**config.mk**
```make
export PLATFORM = sky130hd
export DESIGN_NAME = roundabout_track_fsm_unit
export DESIGN_NICKNAME = d
export VERILOG_FILES = /design/src/design/rtf_pkg.sv /design/src/design/rtf_cfg_regs.sv /design/src/design/rtf_phase_logic.sv /design/src/design/roundabout_track_fsm_unit.sv
export SDC_FILE = /design/constraint.sdc
export NUM_CORES = 1
export LEC_CHECK = 0
export ABC_AREA = 1
export BUFFER_PORTS_ARGS = -buffer_cell sky130_fd_sc_hd__buf_2
export CORE_MARGIN = 2
export CORE_UTILIZATION = 25
export DETAILED_ROUTE_END_ITERATION = 6
export GPL_TIMING_DRIVEN = 0
export PLACE_DENSITY = 0.44
export SLEW_MARGIN = 20
export SYNTH_ARGS = -nofsm -noshare
export SYNTH_HDL_FRONTEND = slang
export SYNTH_SLANG_ARGS = --single-unit
```
**constraint.sdc**
```tcl
create_clock -name clk -period 3.7 [get_ports clk]
set_input_delay 0.74 -clock clk [delete_from_list [all_inputs] [get_ports clk]]
set_output_delay 0.74 -clock clk [all_outputs]
set_load 0.05 [all_outputs]
```
**src/design/rtf_pkg.sv**
```systemverilog
// ----------------------------------------------------------------------------
// rtf_pkg
// Shared types, phase codes and helper functions of the roundabout tracker.
// ----------------------------------------------------------------------------
package rtf_pkg;

  localparam int LEN_W   = 8;
  localparam int CNT_W   = 8;
  localparam int PHASE_W = 4;
  localparam int CFG_IDX_W = 3;
  localparam int MAX_POINTS = 255;

  localparam logic [PHASE_W-1:0] PH_NONE    = 4'd0;
  localparam logic [PHASE_W-1:0] PH_L_BEGIN = 4'd1;
  localparam logic [PHASE_W-1:0] PH_L_IN    = 4'd2;
  localparam logic [PHASE_W-1:0] PH_L_RUN   = 4'd3;
  localparam logic [PHASE_W-1:0] PH_L_OUT   = 4'd4;
  localparam logic [PHASE_W-1:0] PH_L_END   = 4'd5;
  localparam logic [PHASE_W-1:0] PH_R_BEGIN = 4'd6;
  localparam logic [PHASE_W-1:0] PH_R_IN    = 4'd7;
  localparam logic [PHASE_W-1:0] PH_R_RUN   = 4'd8;
  localparam logic [PHASE_W-1:0] PH_R_OUT   = 4'd9;
  localparam logic [PHASE_W-1:0] PH_R_END   = 4'd10;

  localparam logic [CFG_IDX_W-1:0] CFG_LOSE_PTS_BEGIN  = 3'd0;
  localparam logic [CFG_IDX_W-1:0] CFG_LOSE_PTS        = 3'd1;
  localparam logic [CFG_IDX_W-1:0] CFG_REGAIN_PTS      = 3'd2;
  localparam logic [CFG_IDX_W-1:0] CFG_EXIT_REGAIN_PTS = 3'd3;
  localparam logic [CFG_IDX_W-1:0] CFG_CORNER_NEAR_PTS = 3'd4;
  localparam logic [CFG_IDX_W-1:0] CFG_FRAME_LIMIT     = 3'd5;

  typedef struct packed {
    logic [LEN_W-1:0] lose_pts_begin;
    logic [LEN_W-1:0] lose_pts;
    logic [LEN_W-1:0] regain_pts;
    logic [LEN_W-1:0] exit_regain_pts;
    logic [LEN_W-1:0] corner_near_pts;
    logic [CNT_W-1:0] frame_limit;
  } cfg_t;

  typedef struct packed {
    logic [LEN_W-1:0] left_len;
    logic [LEN_W-1:0] right_len;
    logic             left_corner_found;
    logic             right_corner_found;
    logic [LEN_W-1:0] left_corner_index;
    logic [LEN_W-1:0] right_corner_index;
    logic             left_straight;
    logic             right_straight;
  } feat_t;

  typedef struct packed {
    logic [PHASE_W-1:0] phase;
    logic [CNT_W-1:0]   left_lost;
    logic [CNT_W-1:0]   right_lost;
    logic [CNT_W-1:0]   left_found;
    logic [CNT_W-1:0]   right_found;
    logic               follow;
  } trk_state_t;

  typedef struct packed {
    logic               follow_right;
    logic [PHASE_W-1:0] phase_out;
    logic               active;
    logic [LEN_W-1:0]   left_len_out;
    logic [LEN_W-1:0]   right_len_out;
  } res_t;

  typedef struct packed {
    logic [CNT_W-1:0] lost;
    logic [CNT_W-1:0] found;
    logic             advance;
  } lr_t;

  function automatic logic [CNT_W-1:0] sat_inc(input logic [CNT_W-1:0] v);
    return (v == {CNT_W{1'b1}}) ? v : v + CNT_W'(1);
  endfunction

  function automatic logic [LEN_W-1:0] clamp_pts(input logic [LEN_W-1:0] v);
    return (int'(v) > MAX_POINTS) ? LEN_W'(MAX_POINTS) : v;
  endfunction

  function automatic lr_t lose_regain(input logic [LEN_W-1:0] len,
                                      input logic [LEN_W-1:0] lose_thr,
                                      input logic [LEN_W-1:0] regain,
                                      input logic [CNT_W-1:0] limit,
                                      input logic [CNT_W-1:0] lost,
                                      input logic [CNT_W-1:0] found);
    lr_t r;
    r.lost    = (len < lose_thr) ? sat_inc(lost) : lost;
    r.found   = found;
    r.advance = 1'b0;
    if ((len > regain) && (r.lost > limit)) begin
      r.found = sat_inc(found);
      if (r.found > limit) begin
        r.advance = 1'b1;
        r.lost    = '0;
        r.found   = '0;
      end
    end
    return r;
  endfunction

endpackage

```
**src/design/rtf_cfg_regs.sv**
```systemverilog
// ----------------------------------------------------------------------------
// rtf_cfg_regs
// Threshold register file written through the configuration channel.
// ----------------------------------------------------------------------------
module rtf_cfg_regs import rtf_pkg::*; (
  input  logic                 clk,
  input  logic                 rst_n,
  input  logic                 wr_en,
  input  logic [CFG_IDX_W-1:0] wr_idx,
  input  logic [LEN_W-1:0]     wr_data,
  output cfg_t                 cfg
);

  cfg_t cfg_r, cfg_nxt;

  always_comb begin
    cfg_nxt = cfg_r;
    if (wr_en) begin
      unique case (wr_idx)
        CFG_LOSE_PTS_BEGIN:  cfg_nxt.lose_pts_begin  = wr_data;
        CFG_LOSE_PTS:        cfg_nxt.lose_pts        = wr_data;
        CFG_REGAIN_PTS:      cfg_nxt.regain_pts      = wr_data;
        CFG_EXIT_REGAIN_PTS: cfg_nxt.exit_regain_pts = wr_data;
        CFG_CORNER_NEAR_PTS: cfg_nxt.corner_near_pts = wr_data;
        CFG_FRAME_LIMIT:     cfg_nxt.frame_limit     = wr_data;
        default:             cfg_nxt = cfg_r;
      endcase
    end
  end

  always_ff @(posedge clk) begin
    if (!rst_n) begin
      cfg_r.lose_pts_begin  <= 8'd15;
      cfg_r.lose_pts        <= 8'd10;
      cfg_r.regain_pts      <= 8'd25;
      cfg_r.exit_regain_pts <= 8'd35;
      cfg_r.corner_near_pts <= 8'd25;
      cfg_r.frame_limit     <= 8'd3;
    end else begin
      cfg_r <= cfg_nxt;
    end
  end

  assign cfg = cfg_r;

endmodule

```
**src/design/rtf_phase_logic.sv**
```systemverilog
// ----------------------------------------------------------------------------
// rtf_phase_logic
// Detection and phase rule for one frame: next tracker state and result word.
// ----------------------------------------------------------------------------
module rtf_phase_logic import rtf_pkg::*; (
  input  feat_t      feat,
  input  trk_state_t st,
  input  cfg_t       cfg,
  output trk_state_t st_nxt,
  output res_t       res
);

  logic [LEN_W-1:0] llen, rlen;
  lr_t              lr;

  assign llen = clamp_pts(feat.left_len);
  assign rlen = clamp_pts(feat.right_len);

  always_comb begin
    st_nxt            = st;
    res.active        = 1'b0;
    res.left_len_out  = llen;
    res.right_len_out = rlen;
    lr                = '0;

    if (st.phase == PH_NONE && feat.left_corner_found && !feat.right_corner_found &&
        feat.right_straight) begin
      st_nxt.phase       = PH_L_BEGIN;
      st_nxt.left_lost   = '0;
      st_nxt.right_lost  = '0;
      st_nxt.left_found  = '0;
      st_nxt.right_found = '0;
    end else if (st.phase == PH_NONE && !feat.left_corner_found &&
                 feat.right_corner_found && feat.left_straight) begin
      st_nxt.phase       = PH_R_BEGIN;
      st_nxt.left_lost   = '0;
      st_nxt.right_lost  = '0;
      st_nxt.left_found  = '0;
      st_nxt.right_found = '0;
    end

    unique case (st_nxt.phase)
      PH_L_BEGIN: begin
        res.active    = 1'b1;
        st_nxt.follow = 1'b1;
        lr = lose_regain(llen, cfg.lose_pts_begin, cfg.regain_pts, cfg.frame_limit,
                         st_nxt.left_lost, st_nxt.left_found);
        st_nxt.left_lost  = lr.lost;
        st_nxt.left_found = lr.found;
        if (lr.advance) st_nxt.phase = PH_L_IN;
      end
      PH_L_IN: begin
        res.active    = 1'b1;
        st_nxt.follow = 1'b0;
        lr = lose_regain(rlen, cfg.lose_pts, cfg.regain_pts, cfg.frame_limit,
                         st_nxt.right_lost, st_nxt.right_found);
        st_nxt.right_lost  = lr.lost;
        st_nxt.right_found = lr.found;
        if (lr.advance) st_nxt.phase = PH_L_RUN;
      end
      PH_L_RUN: begin
        res.active    = 1'b1;
        st_nxt.follow = 1'b0;
        if (feat.right_corner_found) begin
          res.right_len_out = clamp_pts(feat.right_corner_index);
          if (feat.right_corner_index < cfg.corner_near_pts) st_nxt.phase = PH_L_OUT;
        end
      end
      PH_L_OUT: begin
        res.active    = 1'b1;
        st_nxt.follow = 1'b0;
        if (feat.right_straight && !feat.right_corner_found) st_nxt.phase = PH_L_END;
      end
      PH_L_END: begin
        res.active    = 1'b1;
        st_nxt.follow = 1'b1;
        if (llen < cfg.lose_pts) st_nxt.left_lost = sat_inc(st_nxt.left_lost);
        if (llen > cfg.exit_regain_pts && st_nxt.left_lost > cfg.frame_limit) begin
          st_nxt.phase       = PH_NONE;
          st_nxt.left_lost   = '0;
          st_nxt.right_lost  = '0;
          st_nxt.left_found  = '0;
          st_nxt.right_found = '0;
        end
      end
      PH_R_BEGIN: begin
        res.active    = 1'b1;
        st_nxt.follow = 1'b0;
        lr = lose_regain(rlen, cfg.lose_pts, cfg.regain_pts, cfg.frame_limit,
                         st_nxt.right_lost, st_nxt.right_found);
        st_nxt.right_lost  = lr.lost;
        st_nxt.right_found = lr.found;
        if (lr.advance) st_nxt.phase = PH_R_IN;
      end
      PH_R_IN: begin
        res.active    = 1'b1;
        st_nxt.follow = 1'b1;
        lr = lose_regain(llen, cfg.lose_pts, cfg.regain_pts, cfg.frame_limit,
                         st_nxt.left_lost, st_nxt.left_found);
        st_nxt.left_lost  = lr.lost;
        st_nxt.left_found = lr.found;
        if (lr.advance) st_nxt.phase = PH_R_RUN;
      end
      PH_R_RUN: begin
        res.active    = 1'b1;
        st_nxt.follow = 1'b0;
        if (feat.left_corner_found) begin
          res.left_len_out = clamp_pts(feat.left_corner_index);
          if (feat.left_corner_index < cfg.corner_near_pts) st_nxt.phase = PH_R_OUT;
        end
      end
      PH_R_OUT: begin
        res.active    = 1'b1;
        st_nxt.follow = 1'b1;
        if (feat.left_straight && !feat.left_corner_found) st_nxt.phase = PH_R_END;
      end
      PH_R_END: begin
        res.active    = 1'b1;
        st_nxt.follow = 1'b0;
        if (rlen < cfg.lose_pts) st_nxt.right_lost = sat_inc(st_nxt.right_lost);
        if (rlen > cfg.exit_regain_pts && st_nxt.right_lost > cfg.frame_limit) begin
          st_nxt.phase       = PH_NONE;
          st_nxt.left_lost   = '0;
          st_nxt.right_lost  = '0;
          st_nxt.left_found  = '0;
          st_nxt.right_found = '0;
        end
      end
      default: begin
        res.active = 1'b0;
      end
    endcase

    res.follow_right = st_nxt.follow;
    res.phase_out    = st_nxt.phase;
  end

endmodule

```
**src/design/roundabout_track_fsm_unit.sv**
```systemverilog
// ----------------------------------------------------------------------------
// roundabout_track_fsm_unit
// Roundabout phase tracker: one frame word in, one result word out.
// ----------------------------------------------------------------------------
// Pipeline: input register, then phase logic into the result register.
// Throughput: 1 word per cycle while out_ready is high or the result register
//   is empty; the phase and counter registers update once per word.
// Reset: synchronous, active low; phase idle, counters zero, follow left,
//   thresholds at their defaults, both pipeline stages empty.
// ----------------------------------------------------------------------------
module roundabout_track_fsm_unit import rtf_pkg::*; (
  input  logic                 clk,
  input  logic                 rst_n,
  input  logic                 in_valid,
  output logic                 in_ready,
  input  logic [LEN_W-1:0]     in_left_len,
  input  logic [LEN_W-1:0]     in_right_len,
  input  logic                 in_left_corner_found,
  input  logic                 in_right_corner_found,
  input  logic [LEN_W-1:0]     in_left_corner_index,
  input  logic [LEN_W-1:0]     in_right_corner_index,
  input  logic                 in_left_straight,
  input  logic                 in_right_straight,
  output logic                 out_valid,
  input  logic                 out_ready,
  output logic                 out_follow_right,
  output logic [PHASE_W-1:0]   out_phase_out,
  output logic                 out_active,
  output logic [LEN_W-1:0]     out_left_len_out,
  output logic [LEN_W-1:0]     out_right_len_out,
  input  logic                 cfg_valid,
  output logic                 cfg_ready,
  input  logic [CFG_IDX_W-1:0] cfg_index,
  input  logic [LEN_W-1:0]     cfg_data
);

  cfg_t       cfg;
  feat_t      feat_r, feat_nxt;
  logic       s1_valid_r, s1_valid_nxt;
  trk_state_t st_r, st_nxt;
  res_t       res, res_r;
  logic       out_valid_r, out_valid_nxt;
  logic       advance;
  logic       in_fire;

  assign cfg_ready = 1'b1;

  rtf_cfg_regs u_cfg (
    .clk     (clk),
    .rst_n   (rst_n),
    .wr_en   (cfg_valid && cfg_ready),
    .wr_idx  (cfg_index),
    .wr_data (cfg_data),
    .cfg     (cfg)
  );

  rtf_phase_logic u_phase (
    .feat   (feat_r),
    .st     (st_r),
    .cfg    (cfg),
    .st_nxt (st_nxt),
    .res    (res)
  );

  // advance the input stage into the result register when it is empty or its word is taken
  assign advance  = !out_valid_r || out_ready;
  assign in_ready = advance || !s1_valid_r;
  assign in_fire  = in_valid && in_ready;

  always_comb begin
    feat_nxt     = feat_r;
    s1_valid_nxt = s1_valid_r;
    if (in_fire) begin
      feat_nxt.left_len           = in_left_len;
      feat_nxt.right_len          = in_right_len;
      feat_nxt.left_corner_found  = in_left_corner_found;
      feat_nxt.right_corner_found = in_right_corner_found;
      feat_nxt.left_corner_index  = in_left_corner_index;
      feat_nxt.right_corner_index = in_right_corner_index;
      feat_nxt.left_straight      = in_left_straight;
      feat_nxt.right_straight     = in_right_straight;
      s1_valid_nxt                = 1'b1;
    end else if (advance) begin
      s1_valid_nxt = 1'b0;
    end
    out_valid_nxt = advance ? s1_valid_r : out_valid_r;
  end

  always_ff @(posedge clk) begin
    if (!rst_n) begin
      s1_valid_r  <= 1'b0;
      out_valid_r <= 1'b0;
      st_r        <= '0;
    end else begin
      s1_valid_r  <= s1_valid_nxt;
      out_valid_r <= out_valid_nxt;
      if (s1_valid_r && advance) st_r <= st_nxt;
    end
  end

  always_ff @(posedge clk) begin
    feat_r <= feat_nxt;
    if (s1_valid_r && advance) res_r <= res;
  end

  assign out_valid         = out_valid_r;
  assign out_follow_right  = res_r.follow_right;
  assign out_phase_out     = res_r.phase_out;
  assign out_active        = res_r.active;
  assign out_left_len_out  = res_r.left_len_out;
  assign out_right_len_out = res_r.right_len_out;

`ifndef SYNTHESIS
  a_phase_legal: assert property (@(posedge clk) disable iff (!rst_n)
    st_r.phase <= PH_R_END)
    else $error("phase register holds an unused code");

  a_no_overrun: assert property (@(posedge clk) disable iff (!rst_n)
    !(in_fire && s1_valid_r && out_valid_r && !out_ready))
    else $error("input word taken while both stages are stalled");

  a_entry_active: assert property (@(posedge clk) disable iff (!rst_n)
    (s1_valid_r && advance && st_r.phase == PH_NONE && st_nxt.phase != PH_NONE)
      |=> out_active)
    else $error("roundabout entry without active result");

  a_stall_holds_state: assert property (@(posedge clk) disable iff (!rst_n)
    (out_valid_r && !out_ready) |=> $stable(st_r))
    else $error("tracker state moved while result stalled");
`endif

endmodule
```
* Yosys cells after proc, flatten, opt, wreduce, memory -nomap -nowiden
Index checks and enable logic that the tools add are counted. Widths: inputs -> output; s select.
Cells by class: add/subtract/negate cells 4, order comparisons 16, equal/unequal tests 19, multiplexer cells 46, reduce and logical (&&, ||, !) cells 33
Operators with widths (number):
- $mux 17 | 10
- $mux 36 | 4
- $pmux 8 s4 | 4
- $mux 8 | 13
- $gt 8x8->1 | 11
- $lt 8x8->1 | 5
- $mux 4 | 10
- $pmux 4 s10 | 1
- $add 8x1->8 const B | 4
- $eq 8x8->1 const B | 4
- $eq 4x3->1 const B | 4
- $logic_and 1x1->1 | 15
- $eq 4x4->1 const B | 3
- $reduce_and 2->1 | 6
- $reduce_or 10->1 | 1
- $eq 4x2->1 const B | 2
- $eq 3x2->1 const B | 2
- $eq 3x3->1 const B | 2
- $reduce_or 6->1 | 1
- $eq 4x1->1 const B | 1
- $logic_not 1->1 | 4
- $logic_not 4->1 | 1
- $reduce_or 4->1 | 1
- $eq 3x1->1 const B | 1
- 5 further kinds | 8
Word-level totals: flip-flop bits (word level) 145, bits of input ports 52, output and inout port bits 25, word-level logic and storage cells 145

* Logic depth before layout (Yosys ltp)
word-level depth 15, depth in mapped cells 31, gate-level depth less buffers 30

* Modules after synthesis
Synthesis repeated with hierarchy kept, for this count alone.
Second synthesis, totals: cell total of the unflattened synthesis 1512, area total of the unflattened synthesis 10876.7 um^2
By module, submodules not included:
- rtf_phase_logic | times used 1, cells each 928, area an instance 5417.7 um^2, sequential area each 0.0 um^2
- roundabout_track_fsm_unit | times used 1, cells each 315, area an instance 3495.9 um^2, sequential area each 2522.4 um^2
- rtf_cfg_regs | times used 1, cells each 269, area an instance 1963.1 um^2, sequential area each 960.9 um^2

* Least setup slack after synthesis
Ideal clock, no wire load.
path kind register -> register, start register feat_r[18] (netlist bit), end register st_r[24] (netlist bit), arrival 3.608 ns, data required time 3.576 ns, path slack -0.032 ns, stages on the path, launching flop included 28, path buffers 1, path through edfxtp_1 > inv_2 > nand3_1 > nor2_2 > buf_4 > nor3_1 > ha_1 > nor3b_2 > nand2_1 > nor2_1 > nand2_1 > nand2_2 > inv_2 > nand2_1 > nand2_1 > inv_1 > ha_1 > nand2_1 > nor2_1 > nand2_1 > nand2_1 > nand2_1 > nor2_1 > nand2_1 > nand2_1 > nand2_1 > nand3_1 > a21oi_1
Between the ends: word-level cells in the longest chain between the ends 12, elaborated cells between the ends (all ways) 38, classes of those cells add/sub (3); order compare (4); eq/ne (7); mux (16); reduce/logical (8)
Ends and longest elaborated chain:
- start, declared | line roundabout_track_fsm_unit.sv:38 | feat_t feat_r, feat_nxt;
- start signal, assigned | line roundabout_track_fsm_unit.sv:102 | feat_r <= feat_nxt;
- $logic_and 1x1->1 or $logic_not 1->1 (tied branches) | line rtf_phase_logic.sv:33, rtf_phase_logic.sv:26
- $logic_and 1x1->1 (on tied branches) | line rtf_phase_logic.sv:34, rtf_phase_logic.sv:26
- $mux 36 or $logic_and 1x1->1 (tied branches) | line rtf_phase_logic.sv:33, rtf_phase_logic.sv:26
- $mux 36 (*) | line rtf_phase_logic.sv:26 | if (st.phase == PH_NONE && feat.left_corner_found && !feat.right_corner_found &&
- $add 8x1->8 or $eq 8x8->1 (tied branches) | line rtf_pkg.sv:76 | return (v == {CNT_W{1'b1}}) ? v : v + CNT_W'(1);
- $mux 8 | line rtf_pkg.sv:76
- $mux 8 (on tied branches) | line rtf_pkg.sv:90, rtf_phase_logic.sv:120, rtf_phase_logic.sv:77
- $mux 8 or $gt 8x8->1 (tied branches) | line rtf_phase_logic.sv:42, rtf_pkg.sv:93
- $gt 8x8->1, or another cell as far along | line rtf_phase_logic.sv:121 | if (rlen > cfg.exit_regain_pts && st_nxt.right_lost > cfg.frame_limit) begin
- $logic_and 1x1->1, or another cell as far along | line rtf_phase_logic.sv:121
- $mux 36, or another cell as far along | line rtf_phase_logic.sv:121
- $pmux 8 s4 (*) | line rtf_phase_logic.sv:42 | unique case (st_nxt.phase)
- end signal, assigned | line roundabout_track_fsm_unit.sv:97 | if (s1_valid_r && advance) st_r <= st_nxt;
- end, declared | line roundabout_track_fsm_unit.sv:40 | trk_state_t st_r, st_nxt;
Every way passes the cells marked *; elsewhere a longest branch is shown, timed or not. The select of a mux whose other input is x is not followed. A chain may end at the register's enable or synchronous reset.

* Worst setup path after layout
start register feat_r[35] (netlist bit), end register st_r[6] (netlist bit)
Between the ends: word-level cells in the longest chain between the ends 7, elaborated cells between the ends (all ways) 8, classes of those cells order compare (3); mux (4); reduce/logical (1)
Ends and longest elaborated chain:
- $lt 8x8->1 | line rtf_phase_logic.sv:77 | if (llen < cfg.lose_pts) st_nxt.left_lost = sat_inc(st_nxt.left_lost);
- $mux 8 | line rtf_phase_logic.sv:77
- $mux 8 | line rtf_phase_logic.sv:42
- $gt 8x8->1 | line rtf_phase_logic.sv:78 | if (llen > cfg.exit_regain_pts && st_nxt.left_lost > cfg.frame_limit) begin
- $logic_and 1x1->1 (*) | line rtf_phase_logic.sv:78
- $mux 36 (*) | line rtf_phase_logic.sv:78
- $pmux 8 s4 (*) | line rtf_phase_logic.sv:42
Marked as above.

==> metrics.log <==
INFO  metric drc = 0
INFO  metric power.total = 5.179 mW
INFO  metric synth_cell_types = 46
INFO  metric maximum_number_of_pins_on_one_net_before_global_route_repair = 35
INFO  metric place_hpwl = 24,690 um
INFO  metric post_drt_via_cell_ratio = 4.693
INFO  metric outcome = finished, violations left
INFO  metric flow.area_growth_from_synthesis = 33.90%
INFO  metric synth_seq_cells = 145
INFO  metric unrepaired_setup_endpoints_after_global_routing = yes
INFO  metric synth_ff_type = sky130_fd_sc_hd__dfxtp_1
INFO  metric critical_path_arrival = 4140 ps
INFO  metric synth.top_cell.area_share = 17.10%
INFO  metric dr.first_iter.drc_count = 603
INFO  metric grt_first_pass_wirelength = 52,460 um
INFO  metric portBuffers = 74
INFO  metric cts_sinks = 145
INFO  metric numCtsBuffers = 17
INFO  metric post-route-min-period = 3794 ps
INFO  metric net_count_after_synthesis = 1,539
INFO  metric die_area = 42,360 um^2
INFO  metric synthDominantAreaCellType = sky130_fd_sc_hd__dfxtp_1
INFO  metric clock.fmax = 263.6 MHz
INFO  metric synth.top_cells.by_area = sky130_fd_sc_hd__dfxtp_1 (17%), sky130_fd_sc_hd__edfxtp_1 (17%), sky130_fd_sc_hd__ha_1 (14%), sky130_fd_sc_hd__nand2_1 (11%), sky130_fd_sc_hd__inv_1 (7.4%)
INFO  metric timing.max_cap.violations = 0
INFO  metric die_ht = 205.8 um
INFO  metric wirelength = 34,510 um
INFO  metric cts_max_path_buffers = 2
INFO  metric startpoint_type = register
INFO  metric finalNetCount = 1,724
INFO  metric synth.yosys.seq_area_share = 34.21%
INFO  metric finalSetupTns = -787.8 ps
INFO  metric drive_gt1_share = 26.68%
INFO  metric pin_count = 77
INFO  metric finalWeightedCongestion = 0.8716
INFO  metric synthesis.instances = 1,376
INFO  metric synth-async-reset-ratio = 0%
INFO  metric initial_core_util = 25.46%
INFO  metric power.leakage = 6.129 nW
INFO  metric cts_tree = done
INFO  metric grt_remaining_overflow = 0
INFO  metric syn-cell-area = 10,180 um^2
INFO  metric tightestPinTransition = 868.2 ps
INFO  metric rows = 73
INFO  metric hold_path.class = input pin to register
INFO  metric grt_pass1_vias = 9,418
INFO  metric maxSlewHeadroom = 42.12%
INFO  metric initial_antenna_violation_count = 0
INFO  metric whs = 458.8 ps
INFO  metric htreeDepth = 4
INFO  metric num_antenna_cells = 0
INFO  metric p_per_area = 379.8 nW/um^2
INFO  metric detailedRoute.firstPassIterationCount = 5
INFO  metric crit_required = 4050 ps
INFO  metric route.antenna.remaining_nets = 0
INFO  metric num_vias = 9,850
INFO  metric endpoint_kind = register
INFO  metric setup_viol = 25
INFO  metric clock_pin_slew_on_the_worst_setup_and_hold_paths = 70 ps
INFO  metric power.ir.vdd_worst = 0.2698 mV
INFO  metric worst_clock_skew_on_the_final_layout = 10.52 ps
INFO  metric clock_insertion_delay_worst_skew = 450 ps
INFO  metric synth-edff-count = 58
INFO  metric violations = setup timing
INFO  metric maxSlewViolCount = 0
INFO  metric clock-root-buffer = sky130_fd_sc_hd__clkbuf_16
INFO  metric detail_route.wl_per_cell = 16.44 um
INFO  metric core = 40,010 um^2
INFO  metric groute.usage.overall = 16.50%
INFO  metric final_min_period_over_clock_period = 102.5%
INFO  metric critical_path_maximum_fanout = 8
INFO  metric setup_slack = -93.65 ps
INFO  metric dieWidth = 205.8 um
INFO  metric timing_worst_setup_path_type = register to register
INFO  metric synthesis.area_per_instance = 7.401 um^2
INFO  metric synth_warnings = 0
INFO  metric hold_viol = 0
INFO  metric final_core_util = 34.08%
## worst paths after layout
| path | start | to | slack [ps] | depth (start not counted) |
|---|---|---|---|---|
| setup / recovery | feat_r[35]$_DFFE_PP_ | st_r[6]$_SDFFE_PN0P_ | -90 | 23 |
| setup reg to reg | feat_r[35]$_DFFE_PP_ | st_r[6]$_SDFFE_PN0P_ | -90 | 23 |
| hold / removal | in_left_len[5] | feat_r[33]$_DFFE_PP_ | 460 | 1 |
| hold reg to reg | u_cfg.cfg[44]$_SDFFE_PN0P_ | u_cfg.cfg[44]$_SDFFE_PN0P_ | 460 | 2 |
## logic make-up (layout without fill, tap and decap cells)
family                   Yosys count  count (layout)  share of synthesized area (%)
flip-flops                       145             145                          34.21
buffers and inverters            238             435                          9.239
XOR/XNOR                          15              15                          1.290
AND/OR/NAND/NOR                  577             577                          25.18
AO/OA/AOI/OAI                    275             276                          14.87
other                              1               1                        0.03682
adder cells (fa/ha/maj)          111             111                          13.64
multiplexers                      14              14                          1.548
## synthesized netlist by cell type (17+ instances only)
master                     count
sky130_fd_sc_hd__dfxtp_1      87
sky130_fd_sc_hd__nand4_1      17
sky130_fd_sc_hd__o211ai_1     21
sky130_fd_sc_hd__a21oi_1     138
sky130_fd_sc_hd__inv_1       201
sky130_fd_sc_hd__nand3_1      92
sky130_fd_sc_hd__o21ai_0      84
sky130_fd_sc_hd__ha_1        111
sky130_fd_sc_hd__clkbuf_1     22
sky130_fd_sc_hd__nand2_1     293
sky130_fd_sc_hd__nor2_1      114
sky130_fd_sc_hd__edfxtp_1     58
## cells in the final DEF, fill, tap and decap left out, types with 6 or more instances in the layout
master,n
sky130_fd_sc_hd__nand2_1,256
sky130_fd_sc_hd__inv_1,189
sky130_fd_sc_hd__a21oi_1,115
sky130_fd_sc_hd__ha_1,99
sky130_fd_sc_hd__nor2_1,94
sky130_fd_sc_hd__dfxtp_1,83
sky130_fd_sc_hd__buf_4,74
sky130_fd_sc_hd__buf_2,74
sky130_fd_sc_hd__nand3_1,71
sky130_fd_sc_hd__o21ai_0,62
sky130_fd_sc_hd__edfxtp_1,58
sky130_fd_sc_hd__nand2_2,31
sky130_fd_sc_hd__o211ai_1,21
sky130_fd_sc_hd__o21ai_1,19
sky130_fd_sc_hd__nor2_4,19
sky130_fd_sc_hd__clkbuf_1,19
sky130_fd_sc_hd__a21oi_2,18
sky130_fd_sc_hd__clkbuf_16,18
sky130_fd_sc_hd__nand4_1,17
sky130_fd_sc_hd__nor2_2,16
sky130_fd_sc_hd__nand3_2,15
sky130_fd_sc_hd__mux2_2,14
sky130_fd_sc_hd__buf_6,13
sky130_fd_sc_hd__inv_2,12
sky130_fd_sc_hd__ha_4,12
sky130_fd_sc_hd__nand2_4,11
sky130_fd_sc_hd__xor2_1,11
sky130_fd_sc_hd__o21a_1,10
sky130_fd_sc_hd__buf_12,10
sky130_fd_sc_hd__nand3_4,8
sky130_fd_sc_hd__nor3_2,7
sky130_fd_sc_hd__o21ai_2,7
sky130_fd_sc_hd__nor3_1,6
sky130_fd_sc_hd__nor3_4,6
sky130_fd_sc_hd__nand2_8,6
sky130_fd_sc_hd__and2_4,6
sky130_fd_sc_hd__inv_6,6
## stage by stage
step | std cells | worst slack [ps] | instance area (um^2)
finish | 2099 | -93.65 | 13640
global route | 2099 | -300.9 | 13640
CTS | 2061 | -116.7 | 12930
detailed placement | 1977 | -1342 | 11260
global placement | 1975 | -1401 | 11220
floorplan | 1376 | 42.61 | 10190
## registers in the layout, summed over array words and instances, names as in the netlist
signal,flops
out_left_len_out,8
out_valid,1
u_cfg.cfg,48
out_active,1
st_r,37
feat_r,36
s1_valid_r,1
out_phase_out,4
out_follow_right,1
out_right_len_out,8
## area by class of cell
| type | instances | area [um^2] |
|---|---|---|
| plain buffers | 30 | 221.5 |
| clock buffers | 18 | 439.2 |
| clock inverters | 14 | 136.4 |
| fillers | 4290 | 26370 |
| inverters | 207 | 788.3 |
| multi-input cells | 994 | 6694 |
| flip-flops and latches | 145 | 3496 |
| well taps | 525 | 656.9 |
| repair buffers | 165 | 1196 |
| repair inverters | 1 | 7.507 |
## metal layers
| layer | share of wire, % | wire length (um) | up-vias | GRT usage, % |
|---|---|---|---|---|
| li1 | - | - | 4961 | - |
| met3 | 2.9 | 1001 | 35 | 1.821 |
| met2 | 48 | 16650 | 174 | 28.19 |
| met4 | 1.7 | 580 | 0 | 5.536 |
| met1 | 47 | 16280 | 4680 | 21.59 |
| met5 | 0 | 0 | - | 0 |
## worst max-delay path, cell delays in order, from the launching register on
cell	delay [ps]
sky130_fd_sc_hd__edfxtp_1	520
sky130_fd_sc_hd__ha_1	360
sky130_fd_sc_hd__nand2_1	80
sky130_fd_sc_hd__nor2_1	40
sky130_fd_sc_hd__a211oi_1	210
sky130_fd_sc_hd__a21boi_4	330
sky130_fd_sc_hd__buf_8	150
sky130_fd_sc_hd__buf_12	110
sky130_fd_sc_hd__nand3_4	60
sky130_fd_sc_hd__o21a_1	160
sky130_fd_sc_hd__ha_4	290
sky130_fd_sc_hd__nand2_2	40
sky130_fd_sc_hd__nand2_1	50
sky130_fd_sc_hd__nand2_1	40
sky130_fd_sc_hd__nand2_1	70
sky130_fd_sc_hd__nand2_2	70
sky130_fd_sc_hd__a21oi_4	220
sky130_fd_sc_hd__nand3_4	150
sky130_fd_sc_hd__nand2_8	140
sky130_fd_sc_hd__nand3_4	190
sky130_fd_sc_hd__a21oi_4	200
sky130_fd_sc_hd__o21ai_2	80
sky130_fd_sc_hd__nand2_1	60
sky130_fd_sc_hd__inv_1	40
## where the power goes
part | total, mW | switching, mW | leakage, nW | internal (mW)
Combinational | 1.64 | 1.01 | 4.58 | 0.626
Sequential | 1.81 | 0.0550 | 1.27 | 1.76
Clock | 1.73 | 0.819 | 0.281 | 0.910
## what timing repair did
item	in CTS	in global routing
endpoints found under the setup margin	40	40
setup buffers	51	37
cloned	1	2
hold buffers	0	0
pin swaps	44	61
resized for setup	168	99
Power figures use the tool's default switching activity.
